### src/design/cti_pkg.sv
// Package with shared types and constants for the curve table interpolation core.
package cti_pkg;

  localparam int TableSize = 16;
  localparam int IdxW = $clog2(TableSize);

  typedef enum logic [1:0] {
    KIND_LOAD   = 2'd0,
    KIND_LOOKUP = 2'd1,
    KIND_SET    = 2'd2,
    KIND_NOP    = 2'd3
  } kind_t;

  typedef enum logic [1:0] {
    ST_OK       = 2'd0,
    ST_EQUAL    = 2'd1,
    ST_SATURATE = 2'd2
  } status_t;

  typedef enum logic [3:0] {
    S_IDLE,
    S_SRCH_RD,
    S_SRCH_CMP,
    S_RD1,
    S_RD2,
    S_MUL,
    S_DIV,
    S_SUM,
    S_SETWR,
    S_DONE
  } state_t;

  typedef struct packed {
    logic start;
    logic busy;
    logic done;
  } div_ctl_t;

endpackage

### src/design/cti_table_mem.sv
// Key and value table memories with registered read data.
module cti_table_mem (
  input  logic                      clk,
  input  logic                      key_we,
  input  logic                      val_we,
  input  logic [cti_pkg::IdxW-1:0]  waddr,
  input  logic [31:0]               wkey,
  input  logic [31:0]               wval,
  input  logic [cti_pkg::IdxW-1:0]  raddr,
  output logic [31:0]               rkey,
  output logic [31:0]               rval
);

  logic [31:0] key_mem [cti_pkg::TableSize];
  logic [31:0] val_mem [cti_pkg::TableSize];

  always_ff @(posedge clk) begin
    if (key_we) begin
      key_mem[waddr] <= wkey;
    end
    if (val_we) begin
      val_mem[waddr] <= wval;
    end
    rkey <= key_mem[raddr];
    rval <= val_mem[raddr];
  end

endmodule

### config.mk
export PLATFORM = sky130hd
export DESIGN_NAME = cti_table_mem
export DESIGN_NICKNAME = d
export VERILOG_FILES = /design/src/design/cti_pkg.sv /design/src/design/cti_table_mem.sv
export SDC_FILE = /design/constraint.sdc
export NUM_CORES = 1
export LEC_CHECK = 0
export BUFFER_PORTS_ARGS = -buffer_cell sky130_fd_sc_hd__buf_2
export CAP_MARGIN = 15
export CELL_PAD_IN_SITES_DETAIL_PLACEMENT = 1
export CELL_PAD_IN_SITES_GLOBAL_PLACEMENT = 1
export CORE_ASPECT_RATIO = 0.7
export CORE_MARGIN = 2
export CORE_UTILIZATION = 50
export CTS_CLUSTER_DIAMETER = 120
export DETAILED_ROUTE_END_ITERATION = 10
export GPL_TIMING_DRIVEN = 0
export HOLD_SLACK_MARGIN = 0.02
export PLACE_DENSITY_LB_ADDON = 0.08
export SLEW_MARGIN = 20
export SYNTH_ARGS = -nofsm -noshare
export SYNTH_HDL_FRONTEND = slang
export SYNTH_SLANG_ARGS = --single-unit
### constraint.sdc
create_clock -name clk -period 2.6 [get_ports clk]
set_clock_uncertainty 0.05 [all_clocks]
set_input_delay 0.13 -clock clk [delete_from_list [all_inputs] [get_ports clk]]
set_output_delay 0.13 -clock clk [all_outputs]
set_load 0.05 [all_outputs]
==> results.yml <==
clock_tree:
  clkTransAtPathRegs_ns: 0.07
  clock_latency_ns: 0.67
  htree_levels: 3
  cts_buffers: 101
  cts.sinks: 1088
  root_buffer: "clkbuf_16"
  clk_path_buf_depth: 3
  cts_tree: "yes"
  cts_setup_buffers: 0
critical_path:
  worstPathArrival_ns: 2.72
  path_depth: 5
  path_max_fanout: 10
  path_buf_inv: 2
  crit-reg2reg-launch: "val_mem[3][2]$_DFFE_PP_"
  worst_path_largest_cell_delay_ns: 0.82
  critical_path_class: "in -> reg"
  critical_path.endpoint: "rval[2]$_DFF_P_"
  cp-end-kind: "flip-flop"
  slowest_stage: "clkbuf_1"
  reg2regPathDepth: 3
  rrSetupSlack_ns: 0.91
  r2r-end: "rval[2]$_DFF_P_"
  cp_common_cell: "clkbuf_1"
  required_ns: 3.07
  crit_path_cell_trace: "clkbuf_1, clkbuf_1, mux4_2, a22oi_1, nand2_1"
  cp-start-kind: "input pin"
  crit_family: "buffers and inverters"
  cp-startpoint: "raddr[1]"
power_and_ir_drop:
  power_density_nw_per_um2: 792
  clkPwrFrac: 0.409
  comb_power_share: 0.064
  swShare: 0.216
  p_switching_w: 0.00808
  irDropWorstVdd_mv: 0.551
  p_int_w: 0.0293
  p_leak_nw: 15.2
  sequentialPowerShare: 0.528
min_path:
  hp-class: "in -> reg"
detailed_routing:
  drc: 0
  vias_per_cell: 5.98
  drt_wl_total_um: 98200
  ant_nets: 0
  routedWlPerCell_um: 31.0
  firstDrtPassIters: 5
  drt_iter0_markers: 2159
  routed-via-count: 19000
synthesis:
  synth_top_area_frac: 0.775
  syn-instance-count: 1671
  synth.most_common_cell: "edfxtp_1"
  synth_area_sq_um: 39700
  syn_nets: 1746
  ys_types: 18
  ys.flop_type: "edfxtp_1"
  ys_warn_count: 0
  syn_avg_cell_area_sq_um: 23.7
  synth_common_cells: "1024 x edfxtp_1, 256 x mux4_2, 128 x a22oi_1"
  synth-edff-count: 1024
  ys_ff_latch: 1088
  synth-seq-area-share: 0.807
  synth_area_leaders: "edfxtp_1 77%, mux4_2 15%, dfxtp_1 3.2%, a22oi_1 2.4%, nand2_1 0.61%"
  yosysTopAreaCell: "edfxtp_1"
  synth-async-reset-ratio: 0
die:
  fp.dieH_um: 240
  core_sq_um: 78700
  die_x_um: 341
  io_pins: 139
  dieArea_sq_um: 81700
  initial_core_util: 0.505
  std_cell_rows: 86
timing:
  rsz0062_at_grt: "false"
  final-max-slew-violation-count: 0
  setup_tns_ns: 0
  worst_slack_ns: 0.356
  min_period_over_period: 0.863
  finalHoldViolCount: 0
  setup_viol: 0
  finalCriticalPeriod_ns: 2.24
  tightest_slew_ns: 1.06
  slew_headroom: 0.296
  fmax_mhz: 446
placed_design:
  portBuffers: 136
  placed_area_sq_um: 43100
  place_inst: 2913
  gp_congestion: 0.714
  dpl.hpwl_um: 60800
  post-place-ws_ns: -0.269
global_route:
  grt_use_total: 0.247
  overflow: 0
  grt_max_degree: 19
  grt_pass1_wl_um: 142000
  antenna_found_initial: 10
  grt_pass1_vias: 20400
cells_and_area:
  multiInputGateArea_sq_um: 7430
  final_area_sq_um: 47200
  fin_util: 0.600
  syn_to_final_growth_pct: 18.9
  nNetsFinal: 2099
  fillCellCount: 6419
  drive_gt1_frac: 0.314
  seqCellArea_sq_um: 32000
  layout.cells.non_filler: 3172
run:
  maxCapViolCount: 0
status:
  status: "completed"
==> registers in the layout (all words and copies together), names as in the netlist <==
signal and count:
key_mem 512, val_mem 512, rkey 32, rval 32
==> layout by cell type (no fill, tap or decap) <==
cell type	instances
nand3b_1	4
clkbuf_16	104
mux4_2	256
inv_6	1
clkbuf_8	14
or2_2	1
diode_2	4
nor2b_1	2
clkbuf_1	72
edfxtp_1	1024
dlygate4sd3_1	64
buf_16	24
clkinv_8	1
inv_16	1
nand2b_1	2
and2_1	1
nand3_1	2
nor2_4	32
buf_12	26
clkinv_2	17
bufinv_16	11
clkinvlp_4	3
buf_4	6
clkinv_1	12
buf_1	8
a22oi_1	128
or3b_2	2
clkinv_4	1
nand2_1	65
nor2_2	1
buf_2	150
dfxtp_1	64
buf_6	13
==> metrics by stage <==
stage | power, W | hold slack, ns
after global placement | 0.0222 | 0.442
after detailed placement | 0.0224 | 0.466
final | 0.0374 | 0.104
after global routing | 0.0383 | 0.106
after CTS | 0.0376 | 0.0625
after floorplan | 0.0214 | 0.179
==> layer usage <==
layer | up-vias | track usage | share of wire
li1 | 7857 | - | -
met1 | 10200 | 0.379 | 0.45
met2 | 728 | 0.369 | 0.46
met3 | 139 | 0.0473 | 0.072
met4 | 8 | 0.0587 | 0.019
met5 | - | 0 | 0.00035
==> final cells by class <==
| class | instances | share of cell area |
|---|---|---|
| clock buffers | 144 | 0.0613 |
| plain buffers | 87 | 0.00984 |
| clock inverters | 47 | 0.0114 |
| well taps | 1056 | 0.0280 |
| multi-input cells | 496 | 0.157 |
| flip-flops and latches | 1088 | 0.679 |
| repair buffers | 250 | 0.0530 |
| diodes | 4 | 0.000212 |
==> worst min-delay path by stage <==
stage	startpoint	to	slack (ns)	cells after the start
2_1_floorplan	wkey[0]	key_mem[0][0]$_DFFE_PP_	0.18	0
4_1_cts	waddr[2]	val_mem[2][1]$_DFFE_PP_	0.06	3
6_report	waddr[2]	val_mem[2][1]$_DFFE_PP_	0.10	3
5_1_grt	waddr[3]	val_mem[2][1]$_DFFE_PP_	0.11	3
3_5_place_dp	wkey[20]	key_mem[14][20]$_DFFE_PP_	0.47	1
3_3_place_gp	wkey[20]	key_mem[12][20]$_DFFE_PP_	0.44	1
==> timing repair <==
item                       CTS  global route
gates resized for setup      0             0
hold buffers                64             0
hold endpoints to repair  1024             0
==> kinds of logic (layout without fill, tap and decap cells) <==
family                 Yosys count  in the layout  synth area share
and+or+nand+nor                112            112            0.0117
muxes                          256            256             0.145
other                            0              4                 0
buffers and inverters           87            528            0.0117
DFF                           1088           1088             0.807
AOI/OAI and AO/OA              128            128            0.0242
==> worst register-to-register path: stages, from the launching register on <==
cell and delay (ns):
edfxtp_1 0.38, mux4_2 0.48, a22oi_1 0.48, nand2_1 0.16
==> power groups by stage <==
| stage | combinational [W] | sequential, W | clock, W |
|---|---|---|---|
| floorplan | 0.000943 | 0.0205 | 0 |
| global placement | 0.00215 | 0.0201 | 0 |
| CTS | 0.00240 | 0.0197 | 0.0155 |
| finish | 0.00238 | 0.0197 | 0.0153 |
| global route | 0.00253 | 0.0197 | 0.0161 |
| detailed placement | 0.00231 | 0.0201 | 0 |
Power figures use the tool's default switching activity.
