**src/design/cti_pkg.sv**
```systemverilog
// Package with shared types and constants for the curve table interpolation core.
package cti_pkg;

  localparam int TableSize = 16;
  localparam int IdxW = $clog2(TableSize);

  typedef enum logic [1:0] {
    KIND_LOAD   = 2'd0,
    KIND_LOOKUP = 2'd1,
    KIND_SET    = 2'd2,
    KIND_NOP    = 2'd3
  } kind_t;

  typedef enum logic [1:0] {
    ST_OK       = 2'd0,
    ST_EQUAL    = 2'd1,
    ST_SATURATE = 2'd2
  } status_t;

  typedef enum logic [3:0] {
    S_IDLE,
    S_SRCH_RD,
    S_SRCH_CMP,
    S_RD1,
    S_RD2,
    S_MUL,
    S_DIV,
    S_SUM,
    S_SETWR,
    S_DONE
  } state_t;

  typedef struct packed {
    logic start;
    logic busy;
    logic done;
  } div_ctl_t;

endpackage

```
**src/design/cti_divider.sv**
```systemverilog
// Restoring divider, one quotient bit per cycle, 64-bit dividend by 33-bit divisor.
module cti_divider (
  input  logic          clk,
  input  logic          rst_n,
  input  logic          start,
  input  logic [63:0]   dividend,
  input  logic [32:0]   divisor,
  output cti_pkg::div_ctl_t ctl,
  output logic [63:0]   quotient
);

  logic [63:0] q_r;
  logic [33:0] rem_r;
  logic [6:0]  cnt_r;
  logic        busy_r;
  logic        done_r;
  logic [32:0] div_r;
  logic [33:0] trial;
  logic [34:0] diff;

  assign trial = {rem_r[32:0], q_r[63]};
  assign diff  = {1'b0, trial} - {2'b00, div_r};

  always_ff @(posedge clk) begin
    if (!rst_n) begin
      busy_r <= 1'b0;
      done_r <= 1'b0;
      cnt_r  <= 7'd0;
    end else begin
      done_r <= 1'b0;
      if (start) begin
        busy_r <= 1'b1;
        cnt_r  <= 7'd64;
        q_r    <= dividend;
        rem_r  <= 34'd0;
        div_r  <= divisor;
      end else if (busy_r) begin
        if (!diff[34]) begin
          rem_r <= diff[33:0];
          q_r   <= {q_r[62:0], 1'b1};
        end else begin
          rem_r <= trial;
          q_r   <= {q_r[62:0], 1'b0};
        end
        cnt_r <= cnt_r - 7'd1;
        if (cnt_r == 7'd1) begin
          busy_r <= 1'b0;
          done_r <= 1'b1;
        end
      end
    end
  end

  assign ctl.start = start;
  assign ctl.busy  = busy_r;
  assign ctl.done  = done_r;
  assign quotient  = q_r;

  property p_done_after_busy;
    @(posedge clk) disable iff (!rst_n) done_r |-> $past(busy_r);
  endproperty
  assert property (p_done_after_busy) else $error("divider done without busy");

  property p_no_done_busy;
    @(posedge clk) disable iff (!rst_n) done_r |-> !busy_r;
  endproperty
  assert property (p_no_done_busy) else $error("divider done while busy");

  property p_start_busy;
    @(posedge clk) disable iff (!rst_n) start |=> busy_r;
  endproperty
  assert property (p_start_busy) else $error("divider did not start");

endmodule

```
**config.mk**
```make
export PLATFORM = sky130hd
export DESIGN_NAME = cti_divider
export DESIGN_NICKNAME = d
export VERILOG_FILES = /design/src/design/cti_pkg.sv /design/src/design/cti_divider.sv
export SDC_FILE = /design/constraint.sdc
export NUM_CORES = 1
export LEC_CHECK = 0
export ABC_AREA = 1
export BUFFER_PORTS_ARGS = -buffer_cell sky130_fd_sc_hd__buf_2
export CAP_MARGIN = 20
export CORE_MARGIN = 4
export CORE_UTILIZATION = 40
export CTS_CLUSTER_DIAMETER = 200
export DETAILED_ROUTE_END_ITERATION = 7
export GPL_TIMING_DRIVEN = 0
export SLEW_MARGIN = 40
export SYNTH_ARGS = -nofsm -noshare
export SYNTH_HDL_FRONTEND = slang
export SYNTH_SLANG_ARGS = --single-unit
export TNS_END_PERCENT = 20
```
**constraint.sdc**
```tcl
create_clock -name clk -period 4.3 [get_ports clk]
set_input_delay 0.215 -clock clk [delete_from_list [all_inputs] [get_ports clk]]
set_output_delay 0.215 -clock clk [all_outputs]
set_load 0.03 [all_outputs]
```
==> impl_metrics.env <==
export IMPL_cts_tree="done"
export IMPL_synth_async_reset_ratio_pct=0
export IMPL_avgViaCountPerCell=4.57
export IMPL_tns_ns=0
export IMPL_hold_viol=0
export IMPL_start_util_pct=40.9
export IMPL_final_common_cell="nand2_1"
export IMPL_core_area_um2=21200
export IMPL_crit_path_start_kind="flop"
export IMPL_synth_ff_type="edfxtp_1"
export IMPL_drt_iter0_drc=381
export IMPL_crit_chain="inv_1 -> ha_1 -> inv_1 -> fa_1 -> nand3_1 -> nand3_2 -> nand2_2 -> nand2_2 -> nand2_4 -> nand2_8 -> buf_6 -> nor2_1 -> nor2_1"
export IMPL_status="completed"
export IMPL_yosysWarnings=0
export IMPL_num_rows=53
export IMPL_fmax_mhz=384
export IMPL_cts_setup_buffers=0
export IMPL_synthDistinctLibCells=41
export IMPL_netlist_area_um2=8650
export IMPL_crit_buf_inv=3
export IMPL_cpPeakStageDelay_ns=0.45
export IMPL_crit_family="simple AND/OR/NAND/NOR gates"
export IMPL_worstHoldPathType="in -> reg"
export IMPL_dp_hpwl_mm=17.9
export IMPL_syn_area_per_cell_um2=7.53
export IMPL_boundaryPins=167
export IMPL_clk_path_buf_depth=2
export IMPL_syn_nets=1284
export IMPL_required_ns=4.49
export IMPL_route_detailed_drc=0
export IMPL_clk_pin_slew_ns=0.08
export IMPL_cp_max_fo=10
export IMPL_synth_seq_cells=139
export IMPL_period_needed_ns=2.61
export IMPL_period_share_pct=60.6
export IMPL_finalWeightedCongestion=0.937
export IMPL_fin_worst_skew_ns=0.0154
export IMPL_drv_cap=0
export IMPL_ir_drop_v=0.000244
export IMPL_die_h_um=155
export IMPL_path_class="reg -> reg"
export IMPL_place_area_um2=9900
export IMPL_root_buffer="clkbuf_16"
export IMPL_die_area_um2=24000
export IMPL_endpoint_kind="flop"
export IMPL_first_global_vias=7511
export IMPL_reg2reg_slack_ns=1.69
export IMPL_final_max_slew_viol_count=0
export IMPL_drtAntennaViolNets=0
export IMPL_via_count=7579
export IMPL_synthCells=1148
export IMPL_yosysSeqAreaShare_pct=47.2
export IMPL_synth_edf_count=130
export IMPL_cp_slowest_cell="fa_1"
export IMPL_grt_start_max_net_pins=38
export IMPL_track_usage_pct=19.4
export IMPL_power_density_nw_per_um2=436
export IMPL_grt_overflow_total=0
export IMPL_drive_above_1_share_pct=18.1
export IMPL_htreeDepth=4
export IMPL_cts_buffers=17
export IMPL_syn2layout_area_growth_pct=25.2
export IMPL_nets=1505
export IMPL_grt_pass1_wl_mm=37.2
export IMPL_cts_resized=0
export IMPL_p_leak_nw=5.70
export IMPL_cp_arrival_ns=2.80
export IMPL_port_buffers=166
export IMPL_wl_per_cell_um=13.8
export IMPL_die_w_um=155
export IMPL_stdcell_area_um2=10800
export IMPL_first_pass_iters=5
export IMPL_clkSinkCount=139
export IMPL_wl_mm=22.9
export IMPL_antenna_found_initial=0
export IMPL_setup_viol=0
export IMPL_slew_headroom_pct=60.0
export IMPL_antenna_cells=0
export IMPL_tightest_slew_ns=0.600
export IMPL_rsz0062_at_grt="no"
export IMPL_final_cell_mix="518 x nand2_1, 185 x inv_1, 169 x buf_2, 130 x edfxtp_1, 96 x nor2_1"
export IMPL_clkLatencyLatePin_ns=0.44
worst register-to-register path, stage by stage (launching register included):
cell	delay, ns
edfxtp_1	0.38
inv_1	0.09
ha_1	0.14
inv_1	0.07
fa_1	0.45
nand3_1	0.14
nand3_2	0.15
nand2_2	0.11
nand2_2	0.07
nand2_4	0.17
nand2_8	0.11
buf_6	0.17
nor2_1	0.23
nor2_1	0.09
synth_stat cells (2+ instances only):
master	instances	area share, %
xor2_1	14	1.4
buf_1	6	0.26
inv_2	6	0.26
buf_6	2	0.26
and2_1	4	0.29
edfxtp_1	130	45
nand3_1	32	1.9
ha_1	35	5.1
nor2_4	2	0.26
buf_2	3	0.17
nand3_2	2	0.23
nand2_2	8	0.58
nor2_1	96	4.2
clkbuf_1	10	0.43
nand4_1	9	0.65
nand2_1	519	23
nor2_2	13	0.94
dfxtp_1	9	2.1
nand3b_1	19	1.6
buf_4	3	0.26
nor3_1	6	0.35
a21oi_1	16	0.93
inv_1	186	8.1
flip-flops by register name, indices dropped and copies added (netlist names):
name and cells:
quotient 64, busy_r 1, cnt_r 7, done_r 1, rem_r 33, div_r 33
through the flow:
step | std cells | hold slack, ns | util (%) | setup slack, ns | total power, W
5_1_grt | 1657 | 0.0174 | 51.2 | 1.54 | 0.00503
2_1_floorplan | 1148 | 0.314 | - | 1.31 | 0.00281
6_report | 1657 | 0.0323 | 51.2 | 1.69 | 0.00472
3_3_place_gp | 1589 | 0.393 | 46.4 | 0.108 | 0.00319
4_1_cts | 1657 | 0.00863 | 51.2 | 1.72 | 0.00476
3_5_place_dp | 1592 | 0.393 | 46.8 | 1.73 | 0.00320
worst paths after layout:
path                start   endpoint  cells past startpoint
max          quotient[63]  rem_r[17]                     13
min                 rst_n   cnt_r[6]                      3
max reg2reg  quotient[63]  rem_r[17]                     13
min reg2reg      cnt_r[6]   cnt_r[6]                      2
area by class of cell:
class,instances,area [um^2]
fillers,2089,10300
flip-flops and latches,139,4080
multi-input cells,791,3710
repair buffers,202,1230
inverters,193,729
clock buffers,17,425
well taps,275,344
clock inverters,15,178
plain buffers,25,135
where the power goes:
part / internal, W / switching [W]
Sequential: 0.00167 / 0.0000710
Clock: 0.000833 / 0.000690
Combinational: 0.000505 / 0.000957
Total: 0.00301 / 0.00172
repair_timing:
item,4_1_cts,5_1_grt
endpoints found under the setup margin,0,0
hold buffers,33,0
endpoints found under the hold margin,33,0
cell families after synthesis:
logic type	count (synthesis)	share of synthesized area, %
buffers and inverters	218	10.0
adder cells (fa/ha/maj)	36	5.29
AND/OR/NAND/NOR	716	34.3
XOR/XNOR	15	1.52
AO/OA/AOI/OAI	24	1.66
flip-flops	139	47.2
layer usage:
layer | global-route usage (%) | routed length (um)
met5 | 0 | 0
met4 | 5.09 | 345
met3 | 6.45 | 1510
met2 | 30.7 | 10200
met1 | 25.7 | 10900
No activity file was read; power rests on OpenSTA's default activity.
